--- config.mk ---
export PLATFORM = sky130hd
export DESIGN_NAME = bounded_stack_with_search
export DESIGN_NICKNAME = d
export VERILOG_FILES = /design/src/sv/lsws_pkg.sv /design/src/sv/lsws_ctrl.sv /design/src/sv/lsws_dp.sv /design/src/sv/bounded_stack_with_search.sv
export SDC_FILE = /design/constraint.sdc
export NUM_CORES = 2
export LEC_CHECK = 0
export BUFFER_PORTS_ARGS = -buffer_cell sky130_fd_sc_hd__buf_2
export CORE_MARGIN = 4
export CORE_UTILIZATION = 45
export CTS_BUF_LIST = sky130_fd_sc_hd__clkbuf_8
export DETAILED_ROUTE_END_ITERATION = 10
export PLACE_DENSITY = 0.57
export SETUP_SLACK_MARGIN = 0.4
export SLEW_MARGIN = 20
export SYNTH_ARGS = -nofsm -noshare
export SYNTH_HDL_FRONTEND = slang
export SYNTH_SLANG_ARGS = --single-unit
--- constraint.sdc ---
create_clock -name clk -period 13.1 [get_ports clk]
set_clock_uncertainty 0.2 [all_clocks]
set_input_delay 0 -clock clk [delete_from_list [all_inputs] [get_ports clk]]
set_output_delay 0 -clock clk [all_outputs]
set_load 0.01 [all_outputs]
--- src/sv/lsws_pkg.sv ---
// shared constants, codes and controller/datapath interface types for the search stack
package lsws_pkg;

	localparam int DEPTH      = 64;
	localparam int WORD_BITS  = 32;
	localparam int ADDR_W     = $clog2(DEPTH);
	localparam int CNT_W      = $clog2(DEPTH + 1);
	localparam int DATA_W     = 32;
	localparam int FUNC_W     = 2;
	localparam int STATUS_W   = 2;
	localparam int CAP_W      = 7;
	localparam int OUT_BITS   = DATA_W + 1 + CNT_W + 1 + 1;
	localparam int OUT_TDATA_W = ((OUT_BITS + 7) / 8) * 8;

	localparam logic [FUNC_W-1:0] OP_PUSH   = 2'd0;
	localparam logic [FUNC_W-1:0] OP_POP    = 2'd1;
	localparam logic [FUNC_W-1:0] OP_SEARCH = 2'd2;

	localparam logic [STATUS_W-1:0] ST_DONE  = 2'd0;
	localparam logic [STATUS_W-1:0] ST_FULL  = 2'd1;
	localparam logic [STATUS_W-1:0] ST_EMPTY = 2'd2;

	localparam logic [CAP_W-1:0] CAP_RESET = 7'd64;

	// commands from the controller to the datapath
	typedef struct packed {
		logic take_in;    // latch the input word
		logic exec;       // decide the operation, update count, issue first read
		logic pop_latch;  // capture the popped word from the read register
		logic srch_step;  // compare one entry and read the next
		logic out_load;   // move the result into the output register
	} cmd_t;

	// status from the datapath to the controller
	typedef struct packed {
		logic [FUNC_W-1:0] func;
		logic              empty;     // no stored entries
		logic              match;     // current search entry equals the key
		logic              last;      // current search entry is the top one
		logic              out_free;  // output register can take a word
	} sts_t;

endpackage

--- src/sv/lsws_ctrl.sv ---
// controller state machine sequencing push, pop and the entry-by-entry search
module lsws_ctrl (
	input  logic                 clk,
	input  logic                 arst_n,
	input  logic                 in_valid,
	output logic                 in_ready,
	input  lsws_pkg::sts_t       sts,
	output lsws_pkg::cmd_t       cmd
);

	typedef enum logic [4:0] {
		S_IDLE = 5'b00001,
		S_EXEC = 5'b00010,
		S_RDWT = 5'b00100,
		S_SRCH = 5'b01000,
		S_FIN  = 5'b10000
	} state_t;

	state_t state_q, state_d;

	always_comb begin
		state_d = state_q;
		cmd = '0;
		in_ready = 1'b0;
		unique case (state_q)
			S_IDLE: begin
				in_ready = 1'b1;
				if (in_valid) begin
					cmd.take_in = 1'b1;
					state_d = S_EXEC;
				end
			end
			S_EXEC: begin
				cmd.exec = 1'b1;
				case (sts.func)
					lsws_pkg::OP_POP:    state_d = sts.empty ? S_FIN : S_RDWT;
					lsws_pkg::OP_SEARCH: state_d = sts.empty ? S_FIN : S_SRCH;
					default:             state_d = S_FIN;
				endcase
			end
			S_RDWT: begin
				cmd.pop_latch = 1'b1;
				state_d = S_FIN;
			end
			S_SRCH: begin
				cmd.srch_step = 1'b1;
				if (sts.match || sts.last) begin
					state_d = S_FIN;
				end
			end
			S_FIN: begin
				if (sts.out_free) begin
					cmd.out_load = 1'b1;
					state_d = S_IDLE;
				end
			end
			default: begin
				state_d = S_IDLE;
			end
		endcase
	end

	always_ff @(posedge clk or negedge arst_n) begin
		if (!arst_n) begin
			state_q <= S_IDLE;
		end else begin
			state_q <= state_d;
		end
	end

endmodule

--- src/sv/lsws_dp.sv ---
// datapath: entry memory, count, capacity register, search walk and output register
module lsws_dp (
	input  logic                                  clk,
	input  logic                                  arst_n,
	input  lsws_pkg::cmd_t                        cmd,
	output lsws_pkg::sts_t                        sts,
	input  logic                                  cfg_write,
	input  logic [lsws_pkg::CAP_W-1:0]            cfg_cap,
	input  logic [lsws_pkg::FUNC_W-1:0]           in_func,
	input  logic [lsws_pkg::DATA_W-1:0]           in_value,
	input  logic                                  out_ready,
	output logic                                  out_valid,
	output logic [lsws_pkg::OUT_TDATA_W-1:0]      out_data,
	output logic [lsws_pkg::STATUS_W-1:0]         out_status
);

	logic [lsws_pkg::WORD_BITS-1:0] mem [lsws_pkg::DEPTH];
	logic [lsws_pkg::WORD_BITS-1:0] rd_data_q;

	logic [lsws_pkg::CAP_W-1:0]     cap_q;
	logic [lsws_pkg::CNT_W-1:0]     count_q;
	logic [lsws_pkg::FUNC_W-1:0]    func_q;
	logic [lsws_pkg::WORD_BITS-1:0] key_q;
	logic [lsws_pkg::ADDR_W-1:0]    idx_q;
	logic [lsws_pkg::STATUS_W-1:0]  status_q;
	logic [lsws_pkg::DATA_W-1:0]    data_q;
	logic                           found_q;

	logic                                 out_valid_q;
	logic [lsws_pkg::OUT_TDATA_W-1:0]     out_data_q;
	logic [lsws_pkg::STATUS_W-1:0]        out_status_q;

	logic [lsws_pkg::CNT_W-1:0]     eff_cap;
	logic                           full;
	logic                           empty;
	logic [lsws_pkg::CNT_W-1:0]     count_dec;
	logic                           rd_en;
	logic [lsws_pkg::ADDR_W-1:0]    rd_addr;
	logic [lsws_pkg::ADDR_W-1:0]    idx_inc;

	// capacity above the memory depth saturates
	assign eff_cap = (lsws_pkg::CNT_W'(cap_q) > lsws_pkg::CNT_W'(lsws_pkg::DEPTH))
		? lsws_pkg::CNT_W'(lsws_pkg::DEPTH) : lsws_pkg::CNT_W'(cap_q);
	assign full      = (count_q >= eff_cap);
	assign empty     = (count_q == '0);
	assign count_dec = count_q - 1'b1;
	assign idx_inc   = idx_q + 1'b1;

	assign sts.func     = func_q;
	assign sts.empty    = empty;
	assign sts.match    = (rd_data_q == key_q);
	assign sts.last     = ((lsws_pkg::CNT_W'(idx_q) + 1'b1) == count_q);
	assign sts.out_free = !out_valid_q || out_ready;

	always_comb begin
		rd_en = 1'b0;
		rd_addr = '0;
		if (cmd.exec && func_q == lsws_pkg::OP_POP) begin
			rd_en = 1'b1;
			rd_addr = count_dec[lsws_pkg::ADDR_W-1:0];
		end else if (cmd.exec && func_q == lsws_pkg::OP_SEARCH) begin
			rd_en = 1'b1;
		end else if (cmd.srch_step) begin
			rd_en = 1'b1;
			rd_addr = idx_inc;
		end
	end

	always_ff @(posedge clk) begin
		if (cmd.exec && func_q == lsws_pkg::OP_PUSH && !full) begin
			mem[count_q[lsws_pkg::ADDR_W-1:0]] <= key_q;
		end
		if (rd_en) begin
			rd_data_q <= mem[rd_addr];
		end
	end

	always_ff @(posedge clk or negedge arst_n) begin
		if (!arst_n) begin
			cap_q   <= lsws_pkg::CAP_RESET;
			count_q <= '0;
		end else begin
			if (cfg_write) begin
				cap_q <= cfg_cap;
			end
			if (cmd.exec) begin
				if (func_q == lsws_pkg::OP_PUSH && !full) begin
					count_q <= count_q + 1'b1;
				end else if (func_q == lsws_pkg::OP_POP && !empty) begin
					count_q <= count_dec;
				end
			end
		end
	end

	// operation registers
	always_ff @(posedge clk) begin
		if (cmd.take_in) begin
			func_q <= in_func;
			key_q  <= lsws_pkg::WORD_BITS'(in_value);
		end
		if (cmd.exec) begin
			data_q  <= '0;
			found_q <= 1'b0;
			idx_q   <= '0;
			if (func_q == lsws_pkg::OP_PUSH && full) begin
				status_q <= lsws_pkg::ST_FULL;
			end else if (func_q == lsws_pkg::OP_POP && empty) begin
				status_q <= lsws_pkg::ST_EMPTY;
			end else begin
				status_q <= lsws_pkg::ST_DONE;
			end
		end
		if (cmd.pop_latch) begin
			data_q <= lsws_pkg::DATA_W'($signed(rd_data_q));
		end
		if (cmd.srch_step) begin
			idx_q <= idx_inc;
			if (sts.match) begin
				found_q <= 1'b1;
			end
		end
	end

	// output register, count and flags taken after the operation
	always_ff @(posedge clk or negedge arst_n) begin
		if (!arst_n) begin
			out_valid_q <= 1'b0;
		end else if (cmd.out_load) begin
			out_valid_q <= 1'b1;
		end else if (out_ready) begin
			out_valid_q <= 1'b0;
		end
	end

	always_ff @(posedge clk) begin
		if (cmd.out_load) begin
			out_status_q <= status_q;
			out_data_q   <= lsws_pkg::OUT_TDATA_W'({full, empty, count_q, found_q, data_q});
		end
	end

	assign out_valid  = out_valid_q;
	assign out_data   = out_data_q;
	assign out_status = out_status_q;

endmodule

--- src/sv/bounded_stack_with_search.sv ---
// top level of the bounded stack with search: controller, datapath and stream ports
//
//  port group   dir  tdata / tuser                                   when taken
//  s_*          in   tdata: value[31:0]; tuser: func[1:0]            tvalid & tready
//  m_*          out  tdata: data, found, count, is_empty, is_full;   tvalid & tready
//                    tuser: status[1:0]
//  cfg_*        in   capacity[6:0]                                   cfg_valid & cfg_ready
//
// push and a refused operation pass through the execute and finish states after accept;
// pop passes through execute, read wait and finish; a word is done before the next is taken
// a search reads one entry per cycle from the single-port memory, from the bottom entry up,
// with an early finish on the first match
// reset empties the stack and sets capacity to 64; memory contents are not cleared
// the next word is accepted while a result waits in the output register; a result
// that cannot enter a full output register holds the controller until it drains
module bounded_stack_with_search (
	input  logic                                  clk,
	input  logic                                  arst_n,
	input  logic                                  s_tvalid,
	output logic                                  s_tready,
	input  logic [lsws_pkg::DATA_W-1:0]           s_tdata,   // value[31:0]
	input  logic [lsws_pkg::FUNC_W-1:0]           s_tuser,   // func[1:0]
	output logic                                  m_tvalid,
	input  logic                                  m_tready,
	// data[31:0], found[32], count[39:33], is_empty[40], is_full[41], zero fill
	output logic [lsws_pkg::OUT_TDATA_W-1:0]      m_tdata,
	output logic [lsws_pkg::STATUS_W-1:0]         m_tuser,   // status[1:0]
	input  logic                                  cfg_valid,
	output logic                                  cfg_ready,
	input  logic [lsws_pkg::CAP_W-1:0]            cfg_data
);

	lsws_pkg::cmd_t cmd;
	lsws_pkg::sts_t sts;

	// capacity writes are always taken
	assign cfg_ready = 1'b1;

	lsws_ctrl u_ctrl (
		.clk      (clk),
		.arst_n   (arst_n),
		.in_valid (s_tvalid),
		.in_ready (s_tready),
		.sts      (sts),
		.cmd      (cmd)
	);

	lsws_dp u_dp (
		.clk        (clk),
		.arst_n     (arst_n),
		.cmd        (cmd),
		.sts        (sts),
		.cfg_write  (cfg_valid & cfg_ready),
		.cfg_cap    (cfg_data),
		.in_func    (s_tuser),
		.in_value   (s_tdata),
		.out_ready  (m_tready),
		.out_valid  (m_tvalid),
		.out_data   (m_tdata),
		.out_status (m_tuser)
	);

endmodule
==> flow_summary.yaml <==
outcome:
  status: "finished, final reports clean"
timing:
  grt_setup_unrepaired: "false"
  worst_pin_slew_ps: 1170
  fmaxAchievable_mhz: 162
  fin_crit_sh: 0.470
  finalWorstPathRequiredPeriod_ps: 6160
  final_hold_viol_count: 0
  max_slew_vio_count: 0
  post-route-worst-setup-slack_ps: 6940
  setup_total_negative_slack_ps: 0
  setup-violations-final: 0
  max-slew-margin-rel: 0.222
yosys:
  synth_ff_type: "sky130_fd_sc_hd__edfxtp_1"
  ys.warnings.count: 0
  post_synth_num_cell_types: 73
  syn_avg_cell_area_sq_um: 13.8
  synthesis.area_sq_um: 87800
  synth-seq-cells: 2219
  seq_area_frac_synth: 0.758
  synth_edf_count: 2198
  synth_async_sr_flop_share: 0.00901
  post_synthesis_cells: 6373
setup_path:
  timing.critical_path.fanout_max: 73
  worst_path_max_stage_delay_ps: 930
  timing.rr.start: "u_dp.count_q[0]"
  reg2reg_setup_slack_ps: 6940
  worst-endpoint-arrival_ps: 6810
  criticalPathCategory: "flop to flop"
  worst_r2r_endpoint: "u_dp.rd_data_q[12]"
  launch_point_of_the_critical_path: "u_dp.count_q[0]"
  critical_path.startpoint_type: "flop"
  end_kind: "flop"
  worst_path_cell_trace: "inv_1, ha_1, inv_1, nand3_2, buf_4, and2_4, buf_4, buf_4, nand2_1, and3_1, a311oi_1, a311oi_1, a311o_1, o311ai_0"
  crit_required_ps: 13750
  cp-endpoint: "u_dp.rd_data_q[12]"
  cpMaxStageDelayCell: "sky130_fd_sc_hd__and2_4"
  critical_path.most_common_cell: "sky130_fd_sc_hd__buf_4"
  number_of_cells_traversed_by_the_worst_register_to_register_path: 14
placement:
  numPortBuffers: 91
  dpl-instance-area_sq_um: 91800
  gp_routability_congestion: 0.827
  dpl_worst_slack_ps: 6980
  hpwlAfterDp_mm: 146
global_routing:
  wire_length_of_the_first_global_routing_pass_mm: 399
  gr-usage-all-layers: 0.272
  antenna_found_initial: 6
  grt_start_max_net_pins: 166
  grt_pass1_vias: 54900
  globalRoute.totalOverflow: 0
floorplan:
  floorplan.rows: 161
  die_w_microns: 450
  floorplan.initialDensity: 0.454
  dieHeight_microns: 450
  placeableCoreArea_sq_um: 193000
  dieArea_sq_um: 202000
  pin_count: 99
clock_tree:
  clockRootBuffer: "sky130_fd_sc_hd__clkbuf_8"
  cts_post_setup_buffers_inserted: 0
  ctsResizeCount: 0
  clkSinkCount: 2219
  clk_latency_ps: 1080
  cts_buffers: 384
  htreeDepth: 5
  tritoncts: "done"
  clk_path_buf_depth: 4
  clkSlewWorstSetupHoldPaths_ps: 60
min_path:
  worst_hold_path_type: "primary input to flop"
  timing.hold.worst.start: "s_tvalid"
routing:
  routed-via-count: 56800
  dr.pass1.iters: 6
  drcViolationCount: 0
  number_of_nets_with_antenna_violations_after_routing: 0
  routed_via_density: 5.93
  detail_route.wirelength_mm: 281
  wl_per_cell_microns: 29.3
  initialDrtViolationCount: 7953
power:
  cellLeakagePower_nw: 35.1
  p_per_area_nw_per_um2: 159
  vdd_drop_max_uv: 117
final_layout:
  number_of_nets_at_the_end_of_the_flow: 6834
  share_of_cells_above_drive_strength_1: 0.119
  syn_to_final_growth_pct: 13.7
  final_design_area_no_fill_sq_um: 99900
run:
  maxCapViolations: 0
-- state kept, by name, summed over array words and instances (netlist names) --
name	cells
u_dp.out_valid	1
u_dp.rd_data_q	32
u_ctrl.state_q	5
u_dp.out_status	2
u_dp.status_q	2
u_dp.found_q	1
u_dp.count_q	7
u_dp.out_data	42
u_dp.key_q	32
u_dp.mem	2048
u_dp.func_q	2
u_dp.idx_q	6
u_dp.cap_q	7
u_dp.data_q	32
-- metrics by stage --
step                      hold slack (ps)   util  power, mW  std cells
after floorplan                      -496      -       9.43       6378
after global placement               -213  0.474       10.2       8778
after detailed placement             -209  0.475       10.3       8782
after CTS                            1.63  0.516       15.9       9567
after global routing                 72.7  0.516       16.4       9569
final                                12.7  0.516       15.9       9577
-- Yosys cell counts (5+ instances only) --
| cell type | instances | area [sq um] |
|---|---|---|
| sky130_fd_sc_hd__edfxtp_1 | 2198 | 66000 |
| sky130_fd_sc_hd__nand2_1 | 1672 | 6280 |
| sky130_fd_sc_hd__nand3_1 | 447 | 2240 |
| sky130_fd_sc_hd__a21oi_1 | 339 | 1700 |
| sky130_fd_sc_hd__mux2i_1 | 207 | 2070 |
| sky130_fd_sc_hd__buf_2 | 194 | 971 |
| sky130_fd_sc_hd__nor3_1 | 147 | 736 |
| sky130_fd_sc_hd__nor2_1 | 118 | 443 |
| sky130_fd_sc_hd__clkbuf_1 | 100 | 375 |
| sky130_fd_sc_hd__o21ai_0 | 94 | 470 |
| sky130_fd_sc_hd__buf_1 | 82 | 308 |
| sky130_fd_sc_hd__and3_1 | 80 | 500 |
| sky130_fd_sc_hd__a31oi_1 | 75 | 469 |
| sky130_fd_sc_hd__o221ai_1 | 63 | 552 |
| sky130_fd_sc_hd__o22ai_1 | 63 | 394 |
| sky130_fd_sc_hd__a311oi_1 | 61 | 534 |
| sky130_fd_sc_hd__a22oi_1 | 50 | 375 |
| sky130_fd_sc_hd__a211oi_1 | 48 | 360 |
| sky130_fd_sc_hd__xnor2_1 | 45 | 394 |
| sky130_fd_sc_hd__nand4_1 | 38 | 238 |
| sky130_fd_sc_hd__and2_1 | 37 | 231 |
| sky130_fd_sc_hd__buf_4 | 24 | 180 |
| sky130_fd_sc_hd__dfrtp_1 | 18 | 450 |
| sky130_fd_sc_hd__a2111oi_0 | 13 | 114 |
| sky130_fd_sc_hd__ha_1 | 13 | 163 |
| sky130_fd_sc_hd__inv_1 | 12 | 45.0 |
| sky130_fd_sc_hd__mux2_2 | 11 | 124 |
| sky130_fd_sc_hd__nor4_1 | 10 | 62.6 |
| sky130_fd_sc_hd__buf_6 | 8 | 90.1 |
| sky130_fd_sc_hd__xor2_1 | 8 | 70.1 |
| sky130_fd_sc_hd__o211ai_1 | 7 | 52.6 |
| sky130_fd_sc_hd__a32oi_1 | 6 | 52.6 |
| sky130_fd_sc_hd__a41oi_1 | 6 | 52.6 |
| sky130_fd_sc_hd__a41o_1 | 5 | 50.1 |
| sky130_fd_sc_hd__nor3b_1 | 5 | 37.5 |
| sky130_fd_sc_hd__or3_1 | 5 | 31.3 |
-- cell usage in the layout (no fill, tap or decap), drive strengths merged, types with 8 or more instances in the layout --
master	netlist	routed
edfxtp	2198	2198
nand2	1672	1672
nand3	447	447
clkbuf	100	389
a21oi	339	339
buf	308	287
mux2i	207	207
nor3	148	148
inv	13	142
dlygate4sd3	0	132
nor2	120	120
clkinv	0	116
o21ai	96	96
and3	80	80
a31oi	75	75
o22ai	64	64
o221ai	63	63
a311oi	61	61
a22oi	51	51
a211oi	50	50
xnor2	45	45
nand4	38	38
and2	38	38
dfrtp	18	18
a2111oi	14	14
ha	13	13
mux2	11	11
nor4	11	11
bufinv	0	10
diode	0	9
clkinvlp	0	9
xor2	8	8
-- worst min path at each step --
stage / endpoint / cells past startpoint / slack (ps)
finish: u_ctrl.state_q[0] / 5 / 10
global placement: u_dp.cap_q[3] / 1 / -210
CTS: u_ctrl.state_q[0] / 5 / 2
global route: u_dp.key_q[27] / 3 / 70
floorplan: u_ctrl.state_q[1] / 0 / -500
detailed placement: u_dp.cap_q[3] / 1 / -210
-- final cells by class --
class | instances | area, sq um
fill | 16400 | 93500
sequential | 2219 | 66500
multi-input combinational | 3738 | 20000
clock buffer | 389 | 5350
timing repair buffer | 419 | 3440
tap | 2526 | 3160
clock inverter | 264 | 1330
inverter | 13 | 48.8
antenna | 9 | 22.5
-- worst max-delay path, delay by kind of cell, from the launching register on --
kind	cells	cell delay [ps]
AOI/OAI and AO/OA	4	840
adders and majority gates	1	450
buffers and inverters	5	2440
DFF	1	550
and+or+nand+nor	4	1320
-- per-layer routing --
metal,part of all wire,global-route usage,vias to the layer above
met5,0,0,-
met1,0.40,0.372,28700
li1,-,-,24600
met3,0.088,0.0466,538
met4,0.046,0.117,0
met2,0.47,0.432,2988
-- report_power, final --
group / switching (mW) / internal (mW) / leakage (nW)
clock network: 2.77 / 2.93 / 3.88
logic: 1.35 / 0.431 / 11.2
registers: 0.122 / 8.26 / 20.0
total: 4.24 / 11.6 / 35.1
-- kinds of logic after synthesis --
logic type                 Yosys count  synth area share
and+or+nand+nor                   2582             0.125
muxes                              218            0.0250
adders and majority gates           13           0.00185
xor gates and xnor gates            53           0.00529
buffers and inverters              421            0.0225
other                                2         0.0000855
DFF                               2219             0.758
AOI/OAI and AO/OA                  865            0.0625
-- repair_timing --
item / 4_1_cts / 5_1_grt
endpoints found under the hold margin: 143 / 18
hold buffers: 132 / 1
endpoints found under the setup margin: 0 / 0
Note: power is estimated with default switching activity, not from simulation.
